### config.mk
export PLATFORM = sky130hd
export DESIGN_NAME = base58_encoder_unit
export DESIGN_NICKNAME = d
export VERILOG_FILES = /design/src/design/b58e_pkg.sv /design/src/design/base58_encoder_unit.sv /design/src/design/b58e_cell.sv /design/src/design/b58e_cell_row.sv
export SDC_FILE = /design/constraint.sdc
export NUM_CORES = 2
export LEC_CHECK = 0
export BUFFER_PORTS_ARGS = -buffer_cell sky130_fd_sc_hd__buf_2
export CAP_MARGIN = 20
export CORE_ASPECT_RATIO = 1.25
export CORE_UTILIZATION = 45
export DETAILED_ROUTE_END_ITERATION = 10
export GPL_TIMING_DRIVEN = 0
export PLACE_DENSITY_LB_ADDON = 0.12
export SYNTH_ARGS = -nofsm -noshare
export SYNTH_HDL_FRONTEND = slang
export SYNTH_SLANG_ARGS = --single-unit
### constraint.sdc
create_clock -name clk -period 7.6 [get_ports clk]
set_input_delay 1.52 -clock clk [delete_from_list [all_inputs] [get_ports clk]]
set_output_delay 1.52 -clock clk [all_outputs]
set_load 0.05 [all_outputs]
### src/design/b58e_pkg.sv
`default_nettype none
// ============================================================================
// b58e_pkg
// Shared sizes, link type and alphabet lookup for the base-58 encoder.
// ============================================================================
package b58e_pkg;

    localparam int MAX_BYTES = 32;
    localparam int MAX_CHARS = 44;
    localparam int RADIX     = 58;

    // digits needed for MAX_BYTES bytes: ceil(8 * bytes / log2(58)), rounded up
    localparam int DIGIT_CAP = (MAX_BYTES * 8000 + 5856) / 5857;

    localparam int COUNT_W = $clog2(MAX_BYTES + 1);
    localparam int ADDR_W  = $clog2(DIGIT_CAP);
    localparam int PASS_W  = $clog2(DIGIT_CAP + 1);
    localparam int ND_W    = $clog2(DIGIT_CAP + 1);
    localparam int SUM_W   = $clog2(MAX_BYTES + DIGIT_CAP + MAX_CHARS + 1);

    // floor(2^15 / 58); estimate is low by at most one
    localparam int RECIP_SHIFT = 15;
    localparam int RECIP       = (1 << RECIP_SHIFT) / RADIX;

    localparam logic [8*RADIX-1:0] ALPHABET =
        "123456789ABCDEFGHJKLMNPQRSTUVWXYZabcdefghijkmnopqrstuvwxyz";

    typedef struct packed {
        logic       tok;
        logic [5:0] rem;
    } link_t;

    function automatic logic [6:0] alpha_char(input logic [5:0] d);
        logic [5:0] idx;
        idx = (d < 6'(RADIX)) ? d : 6'd0;
        return ALPHABET[8 * (RADIX - 1 - int'(idx)) +: 7];
    endfunction

endpackage
`default_nettype wire

### src/design/base58_encoder_unit.sv
`default_nettype none
// ============================================================================
// base58_encoder_unit
// Byte string in, base-58 alphabet characters out, most significant first.
// ============================================================================
//  channel  | dir | tdata            | tlast      | tuser
//  s_axis   | in  | [7:0] data_byte  | last_byte  | -
//  m_axis   | out | [6:0] char_code  | last_char  | overflow
//
//  Input bytes are taken one per cycle while idle; tready drops after last_byte.
//  Conversion: DIGIT_CAP passes enter the cell row one per cycle and each
//  crosses all MAX_BYTES cells, leaving one digit at the far end.
//  Each character then goes through digit RAM read, format and present in
//  turn. m_tvalid holds with its request until m_tready; the next character
//  is not read before that. Reset clears control and output registers only.
// ============================================================================
module base58_encoder_unit (
    input  wire logic       clk,
    input  wire logic       rst_n,
    input  wire logic       s_tvalid,
    output      logic       s_tready,
    input  wire logic [7:0] s_tdata,   // [7:0] data_byte
    input  wire logic       s_tlast,
    output      logic       m_tvalid,
    input  wire logic       m_tready,
    output      logic [7:0] m_tdata,   // [6:0] char_code, [7] zero
    output      logic       m_tlast,
    output      logic       m_tuser    // [0] overflow
);

    localparam int CW = b58e_pkg::COUNT_W;
    localparam int AW = b58e_pkg::ADDR_W;
    localparam int PW = b58e_pkg::PASS_W;
    localparam int NW = b58e_pkg::ND_W;
    localparam int SW = b58e_pkg::SUM_W;

    typedef enum logic [2:0] {
        S_LOAD,
        S_CONV,
        S_SIZE,
        S_FETCH,
        S_FORM,
        S_SHOW
    } state_t;

    state_t          state_reg, state_next;
    logic [CW-1:0]   count_reg, count_next;
    logic [CW-1:0]   lead_reg, lead_next;
    logic            allzero_reg, allzero_next;
    logic            ovf_reg, ovf_next;
    logic [PW-1:0]   pass_reg, pass_next;
    logic [AW-1:0]   dig_reg, dig_next;
    logic [NW-1:0]   nd_reg, nd_next;
    logic [SW-1:0]   total_reg, total_next;
    logic [SW-1:0]   k_reg, k_next;
    logic            valid_reg, valid_next;
    logic [6:0]      char_reg, char_next;
    logic            last_reg, last_next;
    logic            user_reg, user_next;

    logic [5:0]      digit_mem [b58e_pkg::DIGIT_CAP];
    logic [5:0]      rd_data_reg;
    logic            rd_en;
    logic [SW-1:0]   rd_pos;
    logic            wr_en;

    logic            accept;
    logic            store;
    logic            row_load;
    logic            row_clear;
    logic            pass_start;
    logic [SW-1:0]   sum;
    logic [5:0]      digit;
    b58e_pkg::link_t digit_out;

    b58e_cell_row u_row (
        .clk        (clk),
        .rst_n      (rst_n),
        .load       (row_load),
        .clear      (row_clear),
        .new_byte   (s_tdata),
        .pass_start (pass_start),
        .digit_out  (digit_out)
    );

    assign s_tready  = (state_reg == S_LOAD);
    assign accept    = s_tvalid && s_tready;
    assign store     = (count_reg < CW'(b58e_pkg::MAX_BYTES));
    assign row_load  = accept && store;
    assign row_clear = (count_reg == '0);
    assign pass_start = (state_reg == S_CONV) && (pass_reg < PW'(b58e_pkg::DIGIT_CAP));
    assign wr_en     = (state_reg == S_CONV) && digit_out.tok;
    assign sum       = SW'(lead_reg) + SW'(nd_reg);
    assign rd_pos    = sum - SW'(1) - k_reg;
    assign rd_en     = (state_reg == S_FETCH) && (k_reg >= SW'(lead_reg));
    assign digit     = (k_reg < SW'(lead_reg)) ? 6'd0 : rd_data_reg;

    always_comb
    begin
        state_next   = state_reg;
        count_next   = count_reg;
        lead_next    = lead_reg;
        allzero_next = allzero_reg;
        ovf_next     = ovf_reg;
        pass_next    = pass_reg;
        dig_next     = dig_reg;
        nd_next      = nd_reg;
        total_next   = total_reg;
        k_next       = k_reg;
        valid_next   = valid_reg;
        char_next    = char_reg;
        last_next    = last_reg;
        user_next    = user_reg;

        unique case (state_reg)
            S_LOAD:
            begin
                if (accept)
                begin
                    if (store)
                    begin
                        count_next = count_reg + CW'(1);
                        if (allzero_reg && (s_tdata == 8'd0))
                            lead_next = lead_reg + CW'(1);
                        else
                            allzero_next = 1'b0;
                    end
                    else
                    begin
                        ovf_next = 1'b1;
                    end
                    if (s_tlast)
                    begin
                        pass_next  = '0;
                        dig_next   = '0;
                        nd_next    = '0;
                        state_next = S_CONV;
                    end
                end
            end
            S_CONV:
            begin
                if (pass_start)
                    pass_next = pass_reg + PW'(1);
                if (digit_out.tok)
                begin
                    if (digit_out.rem != 6'd0)
                        nd_next = NW'(dig_reg) + NW'(1);
                    dig_next = dig_reg + AW'(1);
                    if (dig_reg == AW'(b58e_pkg::DIGIT_CAP - 1))
                        state_next = S_SIZE;
                end
            end
            S_SIZE:
            begin
                total_next = (sum > SW'(b58e_pkg::MAX_CHARS)) ?
                             SW'(b58e_pkg::MAX_CHARS) : sum;
                k_next     = '0;
                state_next = S_FETCH;
            end
            S_FETCH:
            begin
                state_next = S_FORM;
            end
            S_FORM:
            begin
                char_next  = b58e_pkg::alpha_char(digit);
                last_next  = (k_reg + SW'(1) == total_reg);
                user_next  = ovf_reg;
                valid_next = 1'b1;
                state_next = S_SHOW;
            end
            S_SHOW:
            begin
                if (m_tready)
                begin
                    valid_next = 1'b0;
                    if (last_reg)
                    begin
                        count_next   = '0;
                        lead_next    = '0;
                        allzero_next = 1'b1;
                        ovf_next     = 1'b0;
                        state_next   = S_LOAD;
                    end
                    else
                    begin
                        k_next     = k_reg + SW'(1);
                        state_next = S_FETCH;
                    end
                end
            end
            default:
            begin
                state_next = S_LOAD;
            end
        endcase
    end

    always_ff @(posedge clk or negedge rst_n)
    begin
        if (!rst_n)
        begin
            state_reg   <= S_LOAD;
            count_reg   <= '0;
            lead_reg    <= '0;
            allzero_reg <= 1'b1;
            ovf_reg     <= 1'b0;
            pass_reg    <= '0;
            dig_reg     <= '0;
            nd_reg      <= '0;
            total_reg   <= '0;
            k_reg       <= '0;
            valid_reg   <= 1'b0;
            char_reg    <= '0;
            last_reg    <= 1'b0;
            user_reg    <= 1'b0;
        end
        else
        begin
            state_reg   <= state_next;
            count_reg   <= count_next;
            lead_reg    <= lead_next;
            allzero_reg <= allzero_next;
            ovf_reg     <= ovf_next;
            pass_reg    <= pass_next;
            dig_reg     <= dig_next;
            nd_reg      <= nd_next;
            total_reg   <= total_next;
            k_reg       <= k_next;
            valid_reg   <= valid_next;
            char_reg    <= char_next;
            last_reg    <= last_next;
            user_reg    <= user_next;
        end
    end

    // digit RAM: written lsd first during conversion, read msd first
    always_ff @(posedge clk)
    begin
        if (wr_en)
            digit_mem[dig_reg] <= digit_out.rem;
        if (rd_en)
            rd_data_reg <= digit_mem[rd_pos[AW-1:0]];
    end

    assign m_tvalid = valid_reg;
    assign m_tdata  = {1'b0, char_reg};
    assign m_tlast  = last_reg;
    assign m_tuser  = user_reg;

endmodule
`default_nettype wire

### src/design/b58e_cell.sv
`default_nettype none
// ============================================================================
// b58e_cell
// One byte of the dividend; one long-division step by 58 per pass token.
// ============================================================================
module b58e_cell (
    input  wire logic                 clk,
    input  wire logic                 rst_n,
    input  wire logic                 load,
    input  wire logic [7:0]           shift_in,
    output      logic [7:0]           work,
    input  wire b58e_pkg::link_t      link_in,
    output      b58e_pkg::link_t      link_out
);

    logic [7:0]  work_reg;
    logic [5:0]  rem_reg;
    logic        tok_reg;

    logic [13:0] t;
    logic [23:0] prod;
    logic [7:0]  q_est;
    logic [6:0]  r_est;
    logic [7:0]  q;
    logic [5:0]  r;

    always_comb
    begin
        t     = {link_in.rem, work_reg};
        prod  = 24'(t) * 24'(b58e_pkg::RECIP);
        q_est = 8'(prod >> b58e_pkg::RECIP_SHIFT);
        r_est = 7'(t - 14'(q_est) * 14'(b58e_pkg::RADIX));
        if (r_est >= 7'(b58e_pkg::RADIX))
        begin
            q = q_est + 8'd1;
            r = 6'(r_est - 7'(b58e_pkg::RADIX));
        end
        else
        begin
            q = q_est;
            r = r_est[5:0];
        end
    end

    always_ff @(posedge clk or negedge rst_n)
    begin
        if (!rst_n)
            tok_reg <= 1'b0;
        else
            tok_reg <= link_in.tok;
    end

    always_ff @(posedge clk)
    begin
        if (load)
            work_reg <= shift_in;
        else if (link_in.tok)
            work_reg <= q;
        rem_reg <= r;
    end

    assign work         = work_reg;
    assign link_out.tok = tok_reg;
    assign link_out.rem = rem_reg;

endmodule
`default_nettype wire

### src/design/b58e_cell_row.sv
`default_nettype none
// ============================================================================
// b58e_cell_row
// Row of division cells, most significant byte in cell 0. Bytes shift in from
// the far end; remainders ripple toward it one cell per cycle.
// ============================================================================
module b58e_cell_row (
    input  wire logic                 clk,
    input  wire logic                 rst_n,
    input  wire logic                 load,
    input  wire logic                 clear,
    input  wire logic [7:0]           new_byte,
    input  wire logic                 pass_start,
    output      b58e_pkg::link_t      digit_out
);

    localparam int N = b58e_pkg::MAX_BYTES;

    logic [7:0]      work [N];
    logic [7:0]      shift [N];
    b58e_pkg::link_t links [N+1];

    assign links[0].tok = pass_start;
    assign links[0].rem = 6'd0;

    genvar i;
    generate
        for (i = 0; i < N; i++)
        begin : g_cell
            if (i == N - 1)
            begin : g_tail
                assign shift[i] = new_byte;
            end
            else
            begin : g_body
                assign shift[i] = clear ? 8'd0 : work[i+1];
            end

            b58e_cell u_cell (
                .clk      (clk),
                .rst_n    (rst_n),
                .load     (load),
                .shift_in (shift[i]),
                .work     (work[i]),
                .link_in  (links[i]),
                .link_out (links[i+1])
            );
        end
    endgenerate

    assign digit_out = links[N];

endmodule
`default_nettype wire
==> results.py <==
metrics = {
    "setup_path": {
        "crit_top_cell": "ha_4",
        "slowest_stage": "fa_1",
        "reg2reg_setup_slack_ps": -20,
        "crit_arrival_ps": 8110,
        "path_max_fanout": 4,
        "ff2ff_path_depth": 31,
        "critPathLaunchType": "flip-flop",
        "endpoint_kind": "flip-flop",
        "worstSetupPathType": "flip-flop to flip-flop",
        "required_ps": 8090,
        "cp_slowest_stage_delay_ps": 550,
        "timing.rr.start": "u_row.g_cell[9].u_cell.work[5]",
        "r2r_end": "u_row.g_cell[9].u_cell.work[7]",
    },
    "route": {
        "num_vias": 74700,
        "drt_iter0_drc": 2948,
        "viasPerCell": 5.23,
        "drc": 0,
        "wire_per_inst_um": 17.7,
        "ant_nets": 0,
        "wl_mm": 252,
        "drt_pass1_iterations": 7,
    },
    "timing": {
        "rsz0062_at_grt": "yes",
        "max_freq_mhz": 131,
        "hold-worst-slack_ps": 366,
        "post-route-min-period_ps": 7620,
        "setup_violations": 2,
        "relSlewSlack_pct": 32.4,
        "fin_crit_sh_pct": 100,
        "layout_setup_ws_ps": -18.3,
        "slew_viol_final": 0,
        "tightest_slew_ps": 1010,
        "finClkSkew_ps": 61.2,
        "hold_viol": 0,
    },
    "run_status": {
        "violations": "setup timing",
        "outcome": "finished with violations",
    },
    "final_layout": {
        "largest_reg_flops": 264,
        "drive_above_1_share_pct": 13.9,
        "area_growth_pct": 16.2,
        "nets": 14200,
    },
    "floorplanning": {
        "io_pins": 25,
        "die_area_mm2": 0.230,
        "fp-row-count": 195,
        "chipHeight_um": 536,
        "die_w_um": 429,
        "coreArea_mm2": 0.226,
        "start_util_pct": 45.3,
    },
    "hold_path": {
        "min_path_cells": 0,
        "worstHoldPathType": "flip-flop to flip-flop",
        "min_from": "u_row.g_cell[11].u_cell.tok_reg",
        "hold_end": "u_row.g_cell[12].u_cell.tok_reg",
    },
    "clock_network": {
        "clk_path_buf_depth": 3,
        "clock_latency_ps": 780,
        "cts.clk_slew.worst_paths_ps": 60,
        "numCtsBuffers": 96,
        "cts.sinks": 809,
        "cts_tree": "done",
        "cts_max_level": 3,
        "cts_root_buf": "clkbuf_16",
        "cts_hold_buf": 0,
    },
    "yosys": {
        "synth-seq-cells": 809,
        "yosysWarnings": 0,
        "synth_top_flop_cell": "edfxtp_1",
        "netlist_instances": 10600,
        "async_flop_share_pct": 11.2,
        "seq_area_frac_synth_pct": 21.4,
        "synth_area_mm2": 0.103,
        "synth.avg_cell_area_um2": 9.68,
        "synth_enable_flop_cells": 526,
        "yosysUniqueCellTypes": 113,
        "synthesis.nets": 13500,
    },
    "global_routing": {
        "antenna_found_initial": 4,
        "grt_pass1_wl_mm": 403,
        "grt_pass1_vias": 78000,
        "grt_max_degree": 53,
        "grt_overflow": 0,
        "track_usage_pct": 21.8,
    },
    "place": {
        "gp_congestion": 0.840,
        "dp_hpwl_mm": 193,
        "io_buffer_count": 23,
    },
    "job": {
        "maxCapViolCount": 0,
    },
}
## synthesized netlist by cell type, drive strengths merged, types with 17 or more instances
cell type	count	share of area, %
edfxtp	526	15
nand4	62	0.38
a211oi	50	0.38
nand3b	19	0.14
a2111oi	18	0.19
nor2b	97	0.59
fa	646	13
a31o	17	0.15
o21ai	450	2.2
xnor2	594	5.1
nor4	25	0.15
and2	63	0.38
o21bai	50	0.37
and3	62	0.38
dfrtp	90	2.2
a21oi	322	1.6
dfxtp	192	3.7
xor2	302	2.6
clkbuf	127	0.46
nand2b	95	0.58
o211ai	45	0.33
a31oi	54	0.35
a21o	115	0.84
nand3	140	0.68
xnor3	39	0.86
or2	28	0.17
o31a	17	0.15
mux4	79	1.7
mux2i	67	0.65
o31ai	48	0.35
mux2	20	0.22
ha	2284	28
or3	37	0.23
buf	30	0.13
nor3b	22	0.16
nor3	120	0.60
nor2	427	1.6
a22o	22	0.19
o21a	40	0.29
inv	2334	8.5
nand2	543	2.0
a32o	21	0.21
## layout make-up
cell class | count | area [µm²]
Fill cell | 20200 | 107000
Inverter | 2334 | 8760
Antenna cell | 3 | 7.51
Clock buffer | 118 | 2580
Timing Repair Buffer | 551 | 4360
Sequential cell | 809 | 22000
Clock inverter | 63 | 832
Multi-Input combinational cell | 7288 | 76300
Tap cell | 2955 | 3700
Buffer | 143 | 628
## metrics by stage
stage	area (µm²)	setup WS, ps	utilization, %	setup TNS, ps	std cells
floorplan	103000	-30.9	-	-30.9	10600
global placement	106000	-1110	47.0	-128550	13600
detailed placement	107000	-1190	47.2	-145110	13600
CTS	115000	-205	50.6	-745	14100
global route	119000	-340	52.7	-3210	14300
finish	119000	-18.3	52.7	-34.2	14300
## kinds of logic after synthesis
logic type                 after synthesis  synth area share (%)
and+or+nand+nor                       1815                  8.65
other                                    1               0.00366
muxes                                  166                  2.61
adders and majority gates             2937                  40.6
buffers and inverters                 2493                  9.16
AOI/OAI and AO/OA                     1431                  9.03
DFF                                    809                  21.4
xor gates and xnor gates               938                  8.62
## placed cells by master (no fill, tap or decap), types with 59 or more instances in the layout
cell / Yosys / routed
a21oi_1: 316 / 249
ha_1: 2284 / 2172
mux4_2: 79 / 79
nand4_1: 62 / 62
nor2b_1: 97 / 83
ha_4: 0 / 103
nand2_1: 543 / 532
xor2_1: 301 / 251
clkbuf_1: 127 / 113
inv_1: 2334 / 2318
o21ai_0: 437 / 390
mux2i_1: 67 / 59
nor2_1: 426 / 387
nand2b_1: 95 / 92
edfxtp_1: 526 / 526
buf_4: 1 / 494
clkbuf_16: 0 / 98
nand3_1: 140 / 132
a21o_1: 115 / 113
dfrtp_1: 90 / 90
xnor2_1: 590 / 474
fa_1: 646 / 635
xnor2_2: 4 / 89
nor3_1: 118 / 106
dfxtp_1: 192 / 166
## how the worst max path moves through the flow
stage / to / cells past startpoint / slack, ps / start
after floorplan: u_row.g_cell[9].u_cell.work[7] / 32 / -30 / u_row.g_cell[8].u_cell.rem_reg[2]
after global placement: u_row.g_cell[31].u_cell.work[7] / 27 / -1110 / u_row.g_cell[31].u_cell.work[6]
after detailed placement: u_row.g_cell[31].u_cell.work[7] / 27 / -1190 / u_row.g_cell[31].u_cell.work[6]
after CTS: u_row.g_cell[9].u_cell.work[7] / 33 / -210 / u_row.g_cell[9].u_cell.work[6]
after global routing: u_row.g_cell[9].u_cell.work[7] / 31 / -340 / u_row.g_cell[9].u_cell.work[5]
final: u_row.g_cell[9].u_cell.work[7] / 31 / -20 / u_row.g_cell[9].u_cell.work[5]
## worst max-delay path, delay by kind of cell (launching register included)
| kind | cells | cell delay, ps |
|---|---|---|
| fa+ha+maj | 9 | 3060 |
| flops | 1 | 520 |
| buf+inv | 3 | 270 |
| mux | 1 | 320 |
| compound gates | 3 | 410 |
| simple gates | 8 | 1550 |
| xor+xnor | 7 | 1270 |
## metal layers
metal  part of all wire (%)  wire [µm]  vias up  GRT usage (%)
li1                       -          -    36700              -
met1                     42     105000    36700           25.6
met5                  0.016         41        -              0
met3                    2.5       6290      340           1.93
met2                     53     134000      916           41.5
met4                    2.7       6870        6           6.51
## timing repair
item / 4_1_cts / 5_1_grt
setup endpoints to repair: 355 / 293
pin swaps: 163 / 351
gates resized for setup: 391 / 494
setup buffers: 299 / 211
Power is left out: the tool's default activity adds up to more than one toggle a clock period on the data nets, which glitch-free logic cannot reach.
